===== config.mk =====
export PLATFORM = sky130hd
export DESIGN_NAME = number_to_english_words
export DESIGN_NICKNAME = d
export VERILOG_FILES = /design/src/hdl/n2w_pkg.sv /design/src/hdl/n2w_front.sv /design/src/hdl/n2w_fifo.sv /design/src/hdl/n2w_back.sv /design/src/hdl/number_to_english_words.sv
export SDC_FILE = /design/constraint.sdc
export NUM_CORES = 1
export LEC_CHECK = 0
export ABC_AREA = 1
export BUFFER_PORTS_ARGS = -buffer_cell sky130_fd_sc_hd__clkbuf_2
export CORE_AREA = 2 2 122 183
export DETAILED_ROUTE_END_ITERATION = 12
export DIE_AREA = 0 0 124 185
export GPL_TIMING_DRIVEN = 0
export PLACE_DENSITY = 0.73
export SLEW_MARGIN = 20
export SYNTH_ARGS = -nofsm -noshare
export SYNTH_HDL_FRONTEND = slang
export SYNTH_SLANG_ARGS = --single-unit

===== constraint.sdc =====
create_clock -name i_clk -period 5.97 [get_ports i_clk]
set_input_delay 0.597 -clock i_clk [delete_from_list [all_inputs] [get_ports i_clk]]
set_output_delay 0.597 -clock i_clk [all_outputs]
set_load 0.01 [all_outputs]

===== src/hdl/n2w_pkg.sv =====
// Shared types, token codes and the binary-to-decimal step for number_to_english_words.
`timescale 1ns / 1ps

package n2w_pkg;

    localparam int NUM_W     = 31;
    localparam int DIGITS    = 10;
    localparam int TOK_W     = 5;
    localparam int GROUPS    = 4;
    localparam int SLOTS     = 5;
    localparam int MASK_W    = GROUPS * SLOTS;
    // two bits per conversion step; the top bit is taken at accept
    localparam int DAB_STEPS = (NUM_W - 1) / 2;
    localparam int STEP_W    = $clog2(DAB_STEPS);

    localparam logic [TOK_W-1:0] TOK_ZERO      = 5'd0;
    localparam logic [TOK_W-1:0] TOK_TEEN_BASE = 5'd10;
    localparam logic [TOK_W-1:0] TOK_TENS_OFS  = 5'd18;
    localparam logic [TOK_W-1:0] TOK_HUNDRED   = 5'd28;
    localparam logic [TOK_W-1:0] TOK_THOUSAND  = 5'd29;
    localparam logic [TOK_W-1:0] TOK_MILLION   = 5'd30;
    localparam logic [TOK_W-1:0] TOK_BILLION   = 5'd31;

    typedef logic [DIGITS-1:0][3:0] t_digits;

    typedef struct packed {
        t_digits digits;
    } t_entry;

    // One shift-add-3 step: correct every digit, then shift one bit in.
    function automatic t_digits dabble1(input t_digits bcd, input logic bit_in);
        t_digits adj;
        for (int i = 0; i < DIGITS; i++) begin
            adj[i] = (bcd[i] >= 4'd5) ? bcd[i] + 4'd3 : bcd[i];
        end
        return t_digits'({adj, bit_in});
    endfunction

endpackage


===== src/hdl/n2w_front.sv =====
// Front end: accepts a number and converts it to ten decimal digits, two bits a cycle.
`timescale 1ns / 1ps

module n2w_front (
    input  logic                      i_clk,
    input  logic                      i_rst_n,
    input  logic                      i_start,
    input  logic [n2w_pkg::NUM_W-1:0] i_number,
    output logic                      o_busy,
    input  logic                      i_full,
    output logic                      o_push,
    output n2w_pkg::t_entry           o_entry
);
    import n2w_pkg::*;

    typedef enum logic [1:0] {
        S_IDLE,
        S_CONV,
        S_HOLD
    } t_state;

    t_state                r_state;
    logic [STEP_W-1:0]     r_cnt;
    logic [NUM_W-2:0]      r_bin;
    t_digits               r_bcd;
    t_digits               n_bcd;
    logic                  accept;
    logic                  last_step;

    assign n_bcd     = dabble1(dabble1(r_bcd, r_bin[NUM_W-2]), r_bin[NUM_W-3]);
    assign o_busy    = (r_state != S_IDLE);
    assign accept    = i_start & ~o_busy;
    assign last_step = (r_state == S_CONV) && (r_cnt == STEP_W'(DAB_STEPS - 1));
    assign o_push    = (last_step || r_state == S_HOLD) && !i_full;
    assign o_entry   = '{digits: (r_state == S_HOLD) ? r_bcd : n_bcd};

    always_ff @(posedge i_clk) begin
        if (!i_rst_n) begin
            r_state <= S_IDLE;
            r_cnt   <= '0;
        end else begin
            case (r_state)
                S_IDLE: begin
                    if (accept) begin
                        r_state <= S_CONV;
                        r_cnt   <= '0;
                        // top bit needs no correction pass
                        r_bcd   <= t_digits'(i_number[NUM_W-1]);
                        r_bin   <= i_number[NUM_W-2:0];
                    end
                end
                S_CONV: begin
                    r_bcd <= n_bcd;
                    r_bin <= {r_bin[NUM_W-4:0], 2'b00};
                    r_cnt <= r_cnt + 1'b1;
                    if (last_step) begin
                        // hold the digits if the queue has no room
                        r_state <= i_full ? S_HOLD : S_IDLE;
                    end
                end
                S_HOLD: begin
                    if (!i_full) begin
                        r_state <= S_IDLE;
                    end
                end
                default: r_state <= S_IDLE;
            endcase
        end
    end

endmodule


===== src/hdl/n2w_fifo.sv =====
// Two-entry queue of converted digit sets between front and back ends.
`timescale 1ns / 1ps

module n2w_fifo (
    input  logic            i_clk,
    input  logic            i_rst_n,
    input  logic            i_push,
    input  n2w_pkg::t_entry i_wdata,
    input  logic            i_pop,
    output n2w_pkg::t_entry o_rdata,
    output logic            o_full,
    output logic            o_empty
);
    import n2w_pkg::*;

    t_entry     r_mem [2];
    logic       r_wp;
    logic       r_rp;
    logic [1:0] r_cnt;
    logic       do_push;
    logic       do_pop;

    assign o_full  = (r_cnt == 2'd2);
    assign o_empty = (r_cnt == 2'd0);
    assign o_rdata = r_mem[r_rp];
    assign do_push = i_push & ~o_full;
    assign do_pop  = i_pop & ~o_empty;

    always_ff @(posedge i_clk) begin
        if (do_push) begin
            r_mem[r_wp] <= i_wdata;
        end
    end

    always_ff @(posedge i_clk) begin
        if (!i_rst_n) begin
            r_wp  <= 1'b0;
            r_rp  <= 1'b0;
            r_cnt <= '0;
        end else begin
            if (do_push) r_wp <= ~r_wp;
            if (do_pop)  r_rp <= ~r_rp;
            r_cnt <= r_cnt + {1'b0, do_push} - {1'b0, do_pop};
        end
    end

endmodule


===== src/hdl/n2w_back.sv =====
// Back end: walks the digit groups and emits one word token per cycle while it holds a digit set.
`timescale 1ns / 1ps

module n2w_back (
    input  logic                      i_clk,
    input  logic                      i_rst_n,
    input  logic                      i_empty,
    input  n2w_pkg::t_entry           i_entry,
    output logic                      o_pop,
    output logic                      o_valid,
    output logic [n2w_pkg::TOK_W-1:0] o_word_token,
    output logic                      o_last_word
);
    import n2w_pkg::*;

    logic                  r_active;
    logic                  r_zero;
    logic [MASK_W-1:0]     r_mask;
    t_digits               r_digits;
    logic                  r_valid;
    logic [TOK_W-1:0]      r_tok;
    logic                  r_last;

    logic [MASK_W-1:0]     load_mask;
    logic [TOK_W-1:0]      toks [MASK_W];
    logic [MASK_W-1:0]     n_mask;
    logic [TOK_W-1:0]      sel_tok;
    logic                  found;
    logic                  emit_last;

    // Slot tokens for each group: digit, Hundred, tens or teen, ones, scale.
    always_comb begin
        logic [3:0] h, t, o;
        load_mask = '0;
        for (int g = 0; g < GROUPS; g++) begin
            toks[g*SLOTS+0] = TOK_ZERO;
            toks[g*SLOTS+1] = TOK_HUNDRED;
            toks[g*SLOTS+2] = TOK_ZERO;
            toks[g*SLOTS+3] = TOK_ZERO;
            toks[g*SLOTS+4] = TOK_ZERO;
        end
        for (int g = 0; g < GROUPS; g++) begin
            if (g == 0) begin
                h = 4'd0;
                t = 4'd0;
                o = i_entry.digits[DIGITS-1];
            end else begin
                h = i_entry.digits[(GROUPS-g)*3-1];
                t = i_entry.digits[(GROUPS-g)*3-2];
                o = i_entry.digits[(GROUPS-g)*3-3];
            end
            load_mask[g*SLOTS+0] = (h != 4'd0);
            load_mask[g*SLOTS+1] = (h != 4'd0);
            load_mask[g*SLOTS+2] = (t != 4'd0);
            load_mask[g*SLOTS+3] = (o != 4'd0) && (t != 4'd1);
            load_mask[g*SLOTS+4] = ((h | t | o) != 4'd0) && (g != GROUPS - 1);
        end
        for (int g = 0; g < GROUPS; g++) begin
            if (g == 0) begin
                h = 4'd0;
                t = 4'd0;
                o = r_digits[DIGITS-1];
            end else begin
                h = r_digits[(GROUPS-g)*3-1];
                t = r_digits[(GROUPS-g)*3-2];
                o = r_digits[(GROUPS-g)*3-3];
            end
            toks[g*SLOTS+0] = {1'b0, h};
            toks[g*SLOTS+2] = (t >= 4'd2) ? TOK_TENS_OFS + {1'b0, t}
                                          : TOK_TEEN_BASE + {1'b0, o};
            toks[g*SLOTS+3] = {1'b0, o};
            case (g)
                0:       toks[g*SLOTS+4] = TOK_BILLION;
                1:       toks[g*SLOTS+4] = TOK_MILLION;
                2:       toks[g*SLOTS+4] = TOK_THOUSAND;
                default: toks[g*SLOTS+4] = TOK_ZERO;
            endcase
        end
    end

    // Pick the first pending slot and drop it from the mask.
    always_comb begin
        found   = 1'b0;
        sel_tok = TOK_ZERO;
        n_mask  = r_mask;
        for (int i = 0; i < MASK_W; i++) begin
            if (r_mask[i] && !found) begin
                found     = 1'b1;
                sel_tok   = toks[i];
                n_mask[i] = 1'b0;
            end
        end
    end

    assign emit_last    = r_zero || (n_mask == '0);
    assign o_pop        = !i_empty && (!r_active || emit_last);
    assign o_valid      = r_valid;
    assign o_word_token = r_tok;
    assign o_last_word  = r_last;

    always_ff @(posedge i_clk) begin
        if (!i_rst_n) begin
            r_active <= 1'b0;
            r_valid  <= 1'b0;
        end else begin
            r_valid <= r_active;
            if (r_active) begin
                r_tok  <= r_zero ? TOK_ZERO : sel_tok;
                r_last <= emit_last;
                if (emit_last && i_empty) begin
                    r_active <= 1'b0;
                end
            end
            if (o_pop) begin
                r_active <= 1'b1;
                r_digits <= i_entry.digits;
                r_mask   <= load_mask;
                r_zero   <= (load_mask == '0);
            end else if (r_active) begin
                r_mask <= n_mask;
            end
        end
    end

endmodule


===== src/hdl/number_to_english_words.sv =====
// Top level: number to English word tokens, front converter, queue and token emitter.
//
//  channel  | direction | handshake                    | payload
//  ---------+-----------+------------------------------+---------------------------------
//  command  | in        | start high while busy low    | i_number[30:0]
//  result   | out       | o_valid strobe, one cycle    | o_word_token[4:0], o_last_word
//
// A number enters the front converter with one bit at accept, then two shift-add-3 steps
// a cycle; a new number is taken only once the converter is idle again. The back end
// emits one token per cycle while it has digits to spell, 1 to 16 tokens per number, the
// first token leaving the back end's output register. A two-entry queue lets the converter
// run ahead. busy stays high during conversion and while converted digits wait for room
// in the queue; results cannot be stalled. Reset clears control state only.
`timescale 1ns / 1ps

module number_to_english_words (
    input  logic                      i_clk,
    input  logic                      i_rst_n,
    input  logic                      start,
    output logic                      busy,
    input  logic [n2w_pkg::NUM_W-1:0] i_number,
    output logic                      o_valid,
    output logic [n2w_pkg::TOK_W-1:0] o_word_token,
    output logic                      o_last_word
);
    import n2w_pkg::*;

    logic   push;
    logic   pop;
    logic   full;
    logic   empty;
    t_entry wr_entry;
    t_entry rd_entry;

    n2w_front u_front (
        .i_clk    (i_clk),
        .i_rst_n  (i_rst_n),
        .i_start  (start),
        .i_number (i_number),
        .o_busy   (busy),
        .i_full   (full),
        .o_push   (push),
        .o_entry  (wr_entry)
    );

    n2w_fifo u_fifo (
        .i_clk   (i_clk),
        .i_rst_n (i_rst_n),
        .i_push  (push),
        .i_wdata (wr_entry),
        .i_pop   (pop),
        .o_rdata (rd_entry),
        .o_full  (full),
        .o_empty (empty)
    );

    n2w_back u_back (
        .i_clk        (i_clk),
        .i_rst_n      (i_rst_n),
        .i_empty      (empty),
        .i_entry      (rd_entry),
        .o_pop        (pop),
        .o_valid      (o_valid),
        .o_word_token (o_word_token),
        .o_last_word  (o_last_word)
    );

endmodule


==> metrics.cfg, run 1 <==
[synthesis]
synth.distinct_cells=45
synth.ff_latch_count=227
yosys_warnings=0
syn_inst=1236
ys_seq_area_frac=0.561
synth_xor_area_frac=0.0250
syn_area_mm2=0.0119
synth-adder-area-share=0.0525
synth_edf_count=214
syn-num-nets=1320
ys.flop_type=edfxtp_1
async_reset_ff_frac=0
synth-compound-area-share=0.102
synth_top_family_by_area=simple AND/OR/NAND/NOR gates
synthMuxAreaShare=0.0343
synthSimpleGateAreaFrac=0.150
avgSynthCellArea_um2=9.64

[sta]
rsz0062_at_grt=no
slew_headroom=0.429
fin_crit_ns=3.21
fin_crit_sh=0.538
worst_pin_slew_ns=0.855
worst_hold_slack_ns=0.343
finalSetupTns_ns=0
finalHoldViolCount=0
setup_viol=0
drv_slew=0
timing.fmax_mhz=311
finalClockSkew_ns=0.0171

[layout]
syn_to_final_growth_pct=12.4
stdcell_area_mm2=0.0134
nets=1390
drive_gt1_frac=0.0976
diodes=0

[clock_tree]
clock-sinks=227
clockRootBuffer=clkbuf_16
cts_tree=yes
clkSlewWorstSetupHoldPaths_ns=0.07
clock_latency_ns=0.52
hold_buffers=0
postCtsSetupBuffers=0
cts-htree-levels=1
cts_buffers=22
clockBufferDepth=3
cts.repair.resized=0

[critical_path]
slowest_delay_ns=0.40
r2r_slack_ns=2.76
worstPathCellList=buf_6 > nor2_4 > nand2_2 > nor2_4 > nand4_4 > nor2_4 > nand4_2 > inv_2 > nand2_1 > nand2_1 > inv_2 > nor2_1 > nand3_1 > nand3_2 > nand2_2 > clkinv_2 > ha_1 > inv_1 > ha_1 > xor2_1 > o21ai_0 > a21oi_1
r2r_end=u_fifo.r_cnt[1]$_SDFF_PN0_
critPathMaxFanout=9
rr_worst_depth=22
cp-endpoint=u_fifo.r_cnt[1]$_SDFF_PN0_
cp_slowest_cell=edfxtp_1
critPathMostFrequentCell=nor2_4
crit_start=u_back.r_mask[3]$_SDFFCE_PN0P_
regToRegStartpoint=u_back.r_mask[3]$_SDFFCE_PN0P_
cp.arrival_ns=3.66
endpoint_kind=flip-flop
cp.required_ns=6.42
path_class=flip-flop to flip-flop
crit_path_start_kind=flip-flop

[power]
comb_power_share=0.269
intPower_mw=3.41
power_leakage_nw=5.59
switching_share=0.322
power_frac_clock=0.298
switching_power_mw=1.62
ir_drop_mv=0.250
pwr-share-seq=0.432
p_per_area_mw_per_mm2=376

[place]
port_buffers=41
hpwl_um=17200
placed_area_mm2=0.0126
routabilityCongestion=0.914

[detailed_routing]
drt_first_pass_iters=5
drtAntennaViolNets=0
route.detailed.drc=0
post_drt_wl_per_cell_um=14.4
viasPerCell=5.27
wirelength_um=22900
drt_first_iter_violations=477
vias=8405

[floorplanning]
die_area_mm2=0.0229
initial_core_util=0.555
core-area_mm2=0.0215
die_h_um=185
io_pins=42
die_w_um=124
row_count=66

[hold_path]
min_path_type=input pin to flip-flop

[outcome]
status=completed

[global_route]
overflow=0
grt_pass1_vias=8163
grt_pass1_wl_um=37200
antenna_found_initial=0
grt_max_degree=32
grt_usage=0.205

[run]
drv_cap=0

[layer usage]
layer  wire length (um)  vias up  GRT usage  share of wire
met5                  0        -          0              0
met4               1020        0     0.0944          0.044
met3                768       65     0.0246          0.034
met2              12100      164      0.382           0.53
met1               8990     3908      0.229           0.39
li1                   -     4268          -              -
[how the worst min path moves through the flow]
stage,start,to,cells after the start
after global placement,u_fifo.r_cnt[1]$_SDFF_PN0_,u_fifo.r_cnt[1]$_SDFF_PN0_,1
after detailed placement,u_fifo.r_cnt[1]$_SDFF_PN0_,u_fifo.r_cnt[1]$_SDFF_PN0_,1
after CTS,i_number[18],u_front.r_bin[18]$_DFFE_PP_,3
after floorplan,u_fifo.r_cnt[0]$_SDFF_PN0_,u_front.r_state[1]$_SDFFE_PN0P_,1
final,i_number[29],u_front.r_bin[29]$_DFFE_PP_,3
after global routing,i_number[4],u_front.r_bin[4]$_DFFE_PP_,3
[final cells by class]
cell class	instances	area, um^2
flip-flops and latches	227	6690
fillers	1756	8090
plain buffers	26	123
well taps	272	340
inverters	207	778
clock buffers	26	628
repair buffers	46	305
clock inverters	14	168
multi-input cells	776	4350
[layout by cell type, fill, tap and decap left out, types with 5 or more instances in the layout]
master / instances
nand2_1: 257
edfxtp_1: 214
inv_1: 200
o21ai_0: 137
nor2_1: 98
a21oi_1: 52
ha_1: 50
clkbuf_2: 41
nand3_1: 36
mux2i_1: 33
xor2_1: 33
clkbuf_16: 24
clkbuf_1: 21
dfxtp_1: 13
nor4_1: 9
o21a_1: 8
nor2_4: 7
mux2_2: 7
inv_2: 6
o21ai_2: 6
nand4_1: 5
clkinv_2: 5
or2_2: 5
a211oi_1: 5
buf_12: 5
[worst max-delay path, delay by kind of cell (launching register included)]
kind / cells / cell delay [ns]
XOR/XNOR: 1 / 0.18
adder cells (fa/ha/maj): 2 / 0.41
AND/OR/NAND/NOR: 12 / 1.43
flip-flops: 1 / 0.40
buffers and inverters: 5 / 0.55
AO/OA/AOI/OAI: 2 / 0.20
[flip-flops by register name, summed over array words and instances (netlist names), 2 cells and up, named ones only]
signal	count
u_front.r_state	2
u_back.o_word_token	5
u_front.r_bin	30
u_back.r_mask	17
u_front.r_bcd	40
u_fifo.r_mem	80
u_back.r_digits	40
u_fifo.r_cnt	2
u_front.r_cnt	4
[cells in the mapped netlist (7+ instances only)]
cell type | n | area [um^2]
a21oi_1 | 52 | 260
clkbuf_1 | 21 | 78.8
dfxtp_1 | 13 | 260
edfxtp_1 | 214 | 6430
ha_1 | 50 | 626
inv_1 | 200 | 751
mux2_2 | 7 | 78.8
mux2i_1 | 33 | 330
nand2_1 | 257 | 965
nand3_1 | 36 | 180
nor2_1 | 102 | 383
nor4_1 | 9 | 56.3
o21a_1 | 8 | 60.1
o21ai_0 | 137 | 686
xor2_1 | 33 | 289
[power groups by stage]
stage | clock, mW | sequential [mW] | combinational (mW)
floorplan | 0 | 2.19 | 0.977
global placement | 0 | 2.21 | 1.28
detailed placement | 0 | 2.21 | 1.35
CTS | 1.52 | 2.17 | 1.36
global route | 1.57 | 2.19 | 1.52
finish | 1.50 | 2.17 | 1.35
[through the flow]
step,power [mW],utilization,cells,worst slack [ns]
CTS,5.05,0.623,1594,2.70
finish,5.03,0.623,1594,2.76
floorplan,3.17,-,1236,1.71
global placement,3.49,0.580,1549,0.169
global route,5.29,0.623,1594,2.41
detailed placement,3.55,0.586,1554,2.70
[kinds of logic (layout without fill, tap and decap cells)]
kind of cell	after synthesis	after routing
buffers and inverters	233	319
multiplexers	40	40
adder cells (fa/ha/maj)	50	50
flip-flops	227	227
XOR/XNOR	34	34
AND/OR/NAND/NOR	429	429
AO/OA/AOI/OAI	223	223
Note: power is estimated with default switching activity, not from simulation.
==> run 2: changes to the inputs <==
--- a/config.mk
+++ b/config.mk
@@ -7,11 +7,11 @@
 export LEC_CHECK = 0
 export ABC_AREA = 1
 export BUFFER_PORTS_ARGS = -buffer_cell sky130_fd_sc_hd__clkbuf_2
-export CORE_AREA = 2 2 122 183
+export CORE_AREA = 2 2 123 184
 export DETAILED_ROUTE_END_ITERATION = 12
-export DIE_AREA = 0 0 124 185
+export DIE_AREA = 0 0 125 186
 export GPL_TIMING_DRIVEN = 0
-export PLACE_DENSITY = 0.73
+export PLACE_DENSITY = 0.75
 export SLEW_MARGIN = 20
 export SYNTH_ARGS = -nofsm -noshare
 export SYNTH_HDL_FRONTEND = slang
==> constraint.sdc (replaced) <==
create_clock -name i_clk -period 2.9 [get_ports i_clk]
set_input_delay 0.29 -clock i_clk [delete_from_list [all_inputs] [get_ports i_clk]]
set_output_delay 0.29 -clock i_clk [all_outputs]
set_load 0.01 [all_outputs]
==> run 2 against run 1 <==
  * Register-to-register slack lost 2.7 ns
  * Critical path depth decreased by 2
  * Final area is 4.5% higher
  * Global-route usage is essentially flat
  * Critical path type unchanged
  * Largest power group unchanged
  * Highest routed layer unchanged
==> metrics.cfg, run 2 (same netlist as run 1, synthesis figures left out) <==
[floorplanning]
core-area_mm2=0.0216  ; +0.77%
die_area_mm2=0.0233  ; +1.4%
die_h_um=186  ; +0.54%
initial_core_util=0.551  ; -0.00423
die_w_um=125  ; +0.81%
io_pins=42  ; unchanged
row_count=66  ; unchanged

[global_route]
grt_usage=0.205  ; -0.000312
grt_pass1_wl_um=38800  ; +4.3%
met2_usage=0.397  ; +0.0148
grt.busiest_layer=met2
grt_max_degree=28  ; -13%
grt_pass1_vias=8488  ; +4.0%
grt_use_met1=0.218  ; -0.0104
antenna_found_initial=0  ; unchanged
use_met3=0.0250  ; +0.000377
overflow=0  ; unchanged

[critical_path]
critical_path_buf_inv_count=3  ; -2
slowest_delay_ns=0.46  ; +0.06 ns
endpoint_kind=flip-flop
crit_path_start_kind=flip-flop
cp.arrival_ns=3.29  ; -0.37 ns
regToRegStartpoint=u_back.r_mask[4]$_DFFE_PP_
r2r_slack_ns=0.06  ; -2.70 ns
worstPathCellList=nor2_4 > nand2_4 > nor2_4 > nand4_4 > nor2_4 > buf_6 > nand2_2 > nand2_2 > nand4_1 > nor2_4 > nand3_4 > nand3_4 > nand2_8 > clkinv_8 > ha_4 > inv_2 > ha_2 > xor2_2 > o21ai_1 > a21oi_1
path_class=flip-flop to flip-flop
path_delay_family=simple AND/OR/NAND/NOR gates
cp_slowest_cell=edfxtp_1
critPathMaxFanout=3  ; -6
rr_worst_depth=20  ; -9.1%
crit_start=u_back.r_mask[4]$_DFFE_PP_
cp.required_ns=3.34  ; -3.08 ns
r2r_end=u_fifo.r_cnt[1]$_SDFF_PN0_
critPathMostFrequentCell=nor2_4

[layout]
syn_to_final_growth_pct=17.4
largest_register_ff_count=80  ; unchanged
layout_common_cells=nand2_1 (252), edfxtp_1 (214), inv_1 (199)
stdcell_count=1639  ; +2.8%
final_common_cell=nand2_1
final_util=0.646  ; +0.0231
fillers=1690  ; -3.8%
diodes=0  ; unchanged
stdcell_area_mm2=0.0140  ; +4.5%
regMostFlops=u_fifo.r_mem
drive_gt1_frac=0.146  ; +0.0480
seqCellArea_mm2=0.00669  ; unchanged
reg.largest.list=u_fifo.r_mem (80), u_back.r_digits (40), u_front.r_bcd (40)
multi_input_area_mm2=0.00462  ; +6.1%
nets=1437  ; +3.4%

[detailed_routing]
route.detailed.drc=0  ; unchanged
viasPerCell=5.30  ; +0.58%
drtAntennaViolNets=0  ; unchanged
drt_first_iter_violations=658  ; +38%
drt_first_pass_iters=5  ; unchanged
post_drt_wl_per_cell_um=15.2  ; +6.0%
wirelength_um=25000  ; +9.0%
vias=8692  ; +3.4%

[hold_path]
min_path_type=input pin to flip-flop
whs_path_depth=3  ; unchanged
min_to=u_front.r_bin[10]$_DFFE_PP_
min_from=i_number[10]

[sta]
fin_crit_ns=2.84  ; -0.365 ns
finalHoldViolCount=0  ; unchanged
timing.fmax_mhz=352  ; +13%
slew_headroom=0.420  ; -0.00817
worst_slack_ns=0.0551  ; -2.70 ns
setup_viol=0  ; unchanged
rsz0062_at_grt=yes
drv_slew=0  ; unchanged
worst_pin_slew_ns=0.867  ; +0.0122 ns
fin_crit_sh=0.981  ; +0.443
finalClockSkew_ns=0.0154  ; -0.00167 ns
finalSetupTns_ns=0  ; unchanged

[place]
placed_area_mm2=0.0126  ; +0.23%
dp_slack_ns=-0.587  ; -3.29 ns
routabilityCongestion=0.906  ; -0.92%
hpwl_um=17300  ; +0.24%
port_buffers=41  ; unchanged
place_inst=1554  ; unchanged

[clock_tree]
clock_latency_ns=0.51  ; about the same
cts_buffers=22  ; unchanged
clock-sinks=227  ; unchanged
cts_tree=yes
cts-htree-levels=1  ; unchanged
clockBufferDepth=3  ; unchanged
clkSlewWorstSetupHoldPaths_ns=0.07  ; about the same
clockRootBuffer=clkbuf_16

[power]
p_per_area_mw_per_mm2=760  ; +100%
power_leakage_nw=5.84  ; +4.6%
ir_drop_mv=0.525  ; +110%

[run]
drv_cap=0  ; unchanged

[outcome]
status=completed

-- run 2: worst register-to-register path: cells and delay by family (launching register included) --
| family | cells | cell delay, ns |
|---|---|---|
| AOI/OAI and AO/OA | 2 | 0.20 |
| xor gates and xnor gates | 1 | 0.16 |
| DFF | 1 | 0.46 |
| and+or+nand+nor | 12 | 1.39 |
| buffers and inverters | 3 | 0.22 |
| adders and majority gates | 2 | 0.36 |
-- run 2: layout make-up --
| cell class | count | area share |
|---|---|---|
| buffer | 23 | 0.00716 |
| clock buffer | 32 | 0.0457 |
| clock inverter | 6 | 0.00456 |
| inverter | 207 | 0.0566 |
| multi-input combinational | 780 | 0.330 |
| sequential | 227 | 0.478 |
| tap | 272 | 0.0243 |
| timing repair buffer | 92 | 0.0530 |
-- run 2: repair_timing --
| action | CTS | global route |
|---|---|---|
| pin swaps | 15 | 22 |
| setup endpoints to repair | 100 | 165 |
| buffers inserted | 13 | 32 |
| cloned | 3 | 2 |
| hold buffers | 0 | 0 |
| gates resized for setup | 16 | 53 |
-- run 2: per-layer routing --
layer  part of all wire  vias to the layer above
li1                   -                     4366
met1               0.38                     4082
met2               0.54                      177
met3              0.034                       67
met4              0.046                        0
met5                  0                        -
-- run 2: power breakdown --
part	switching [mW]	internal [mW]	leakage (nW)	total, mW
Clock	1.19	1.62	0.344	2.81
Sequential	0.250	4.26	2.09	4.51
Combinational	2.08	1.22	3.41	3.30
-- run 2: per-stage QoR --
step                power, mW  hold slack [ns]
floorplan                6.54            0.383
global placement         7.19            0.456
detailed placement       7.31            0.473
CTS                      10.3           0.0250
global route             11.2           0.0402
finish                   10.6           0.0438
-- run 2: worst max path at each step --
stage / end / slack, ns / depth (start not counted)
5_1_grt: u_fifo.r_cnt[1]$_SDFF_PN0_ / -0.06 / 19
6_report: u_fifo.r_cnt[1]$_SDFF_PN0_ / 0.06 / 20
3_5_place_dp: u_back.r_digits[29]$_DFFE_PP_ / -0.59 / 17
4_1_cts: u_fifo.r_cnt[1]$_SDFF_PN0_ / -0.09 / 20
2_1_floorplan: u_back.r_digits[0]$_DFFE_PP_ / -0.02 / 17
3_3_place_gp: u_fifo.r_mem[1][29]$_DFFE_PP_ / -0.96 / 9
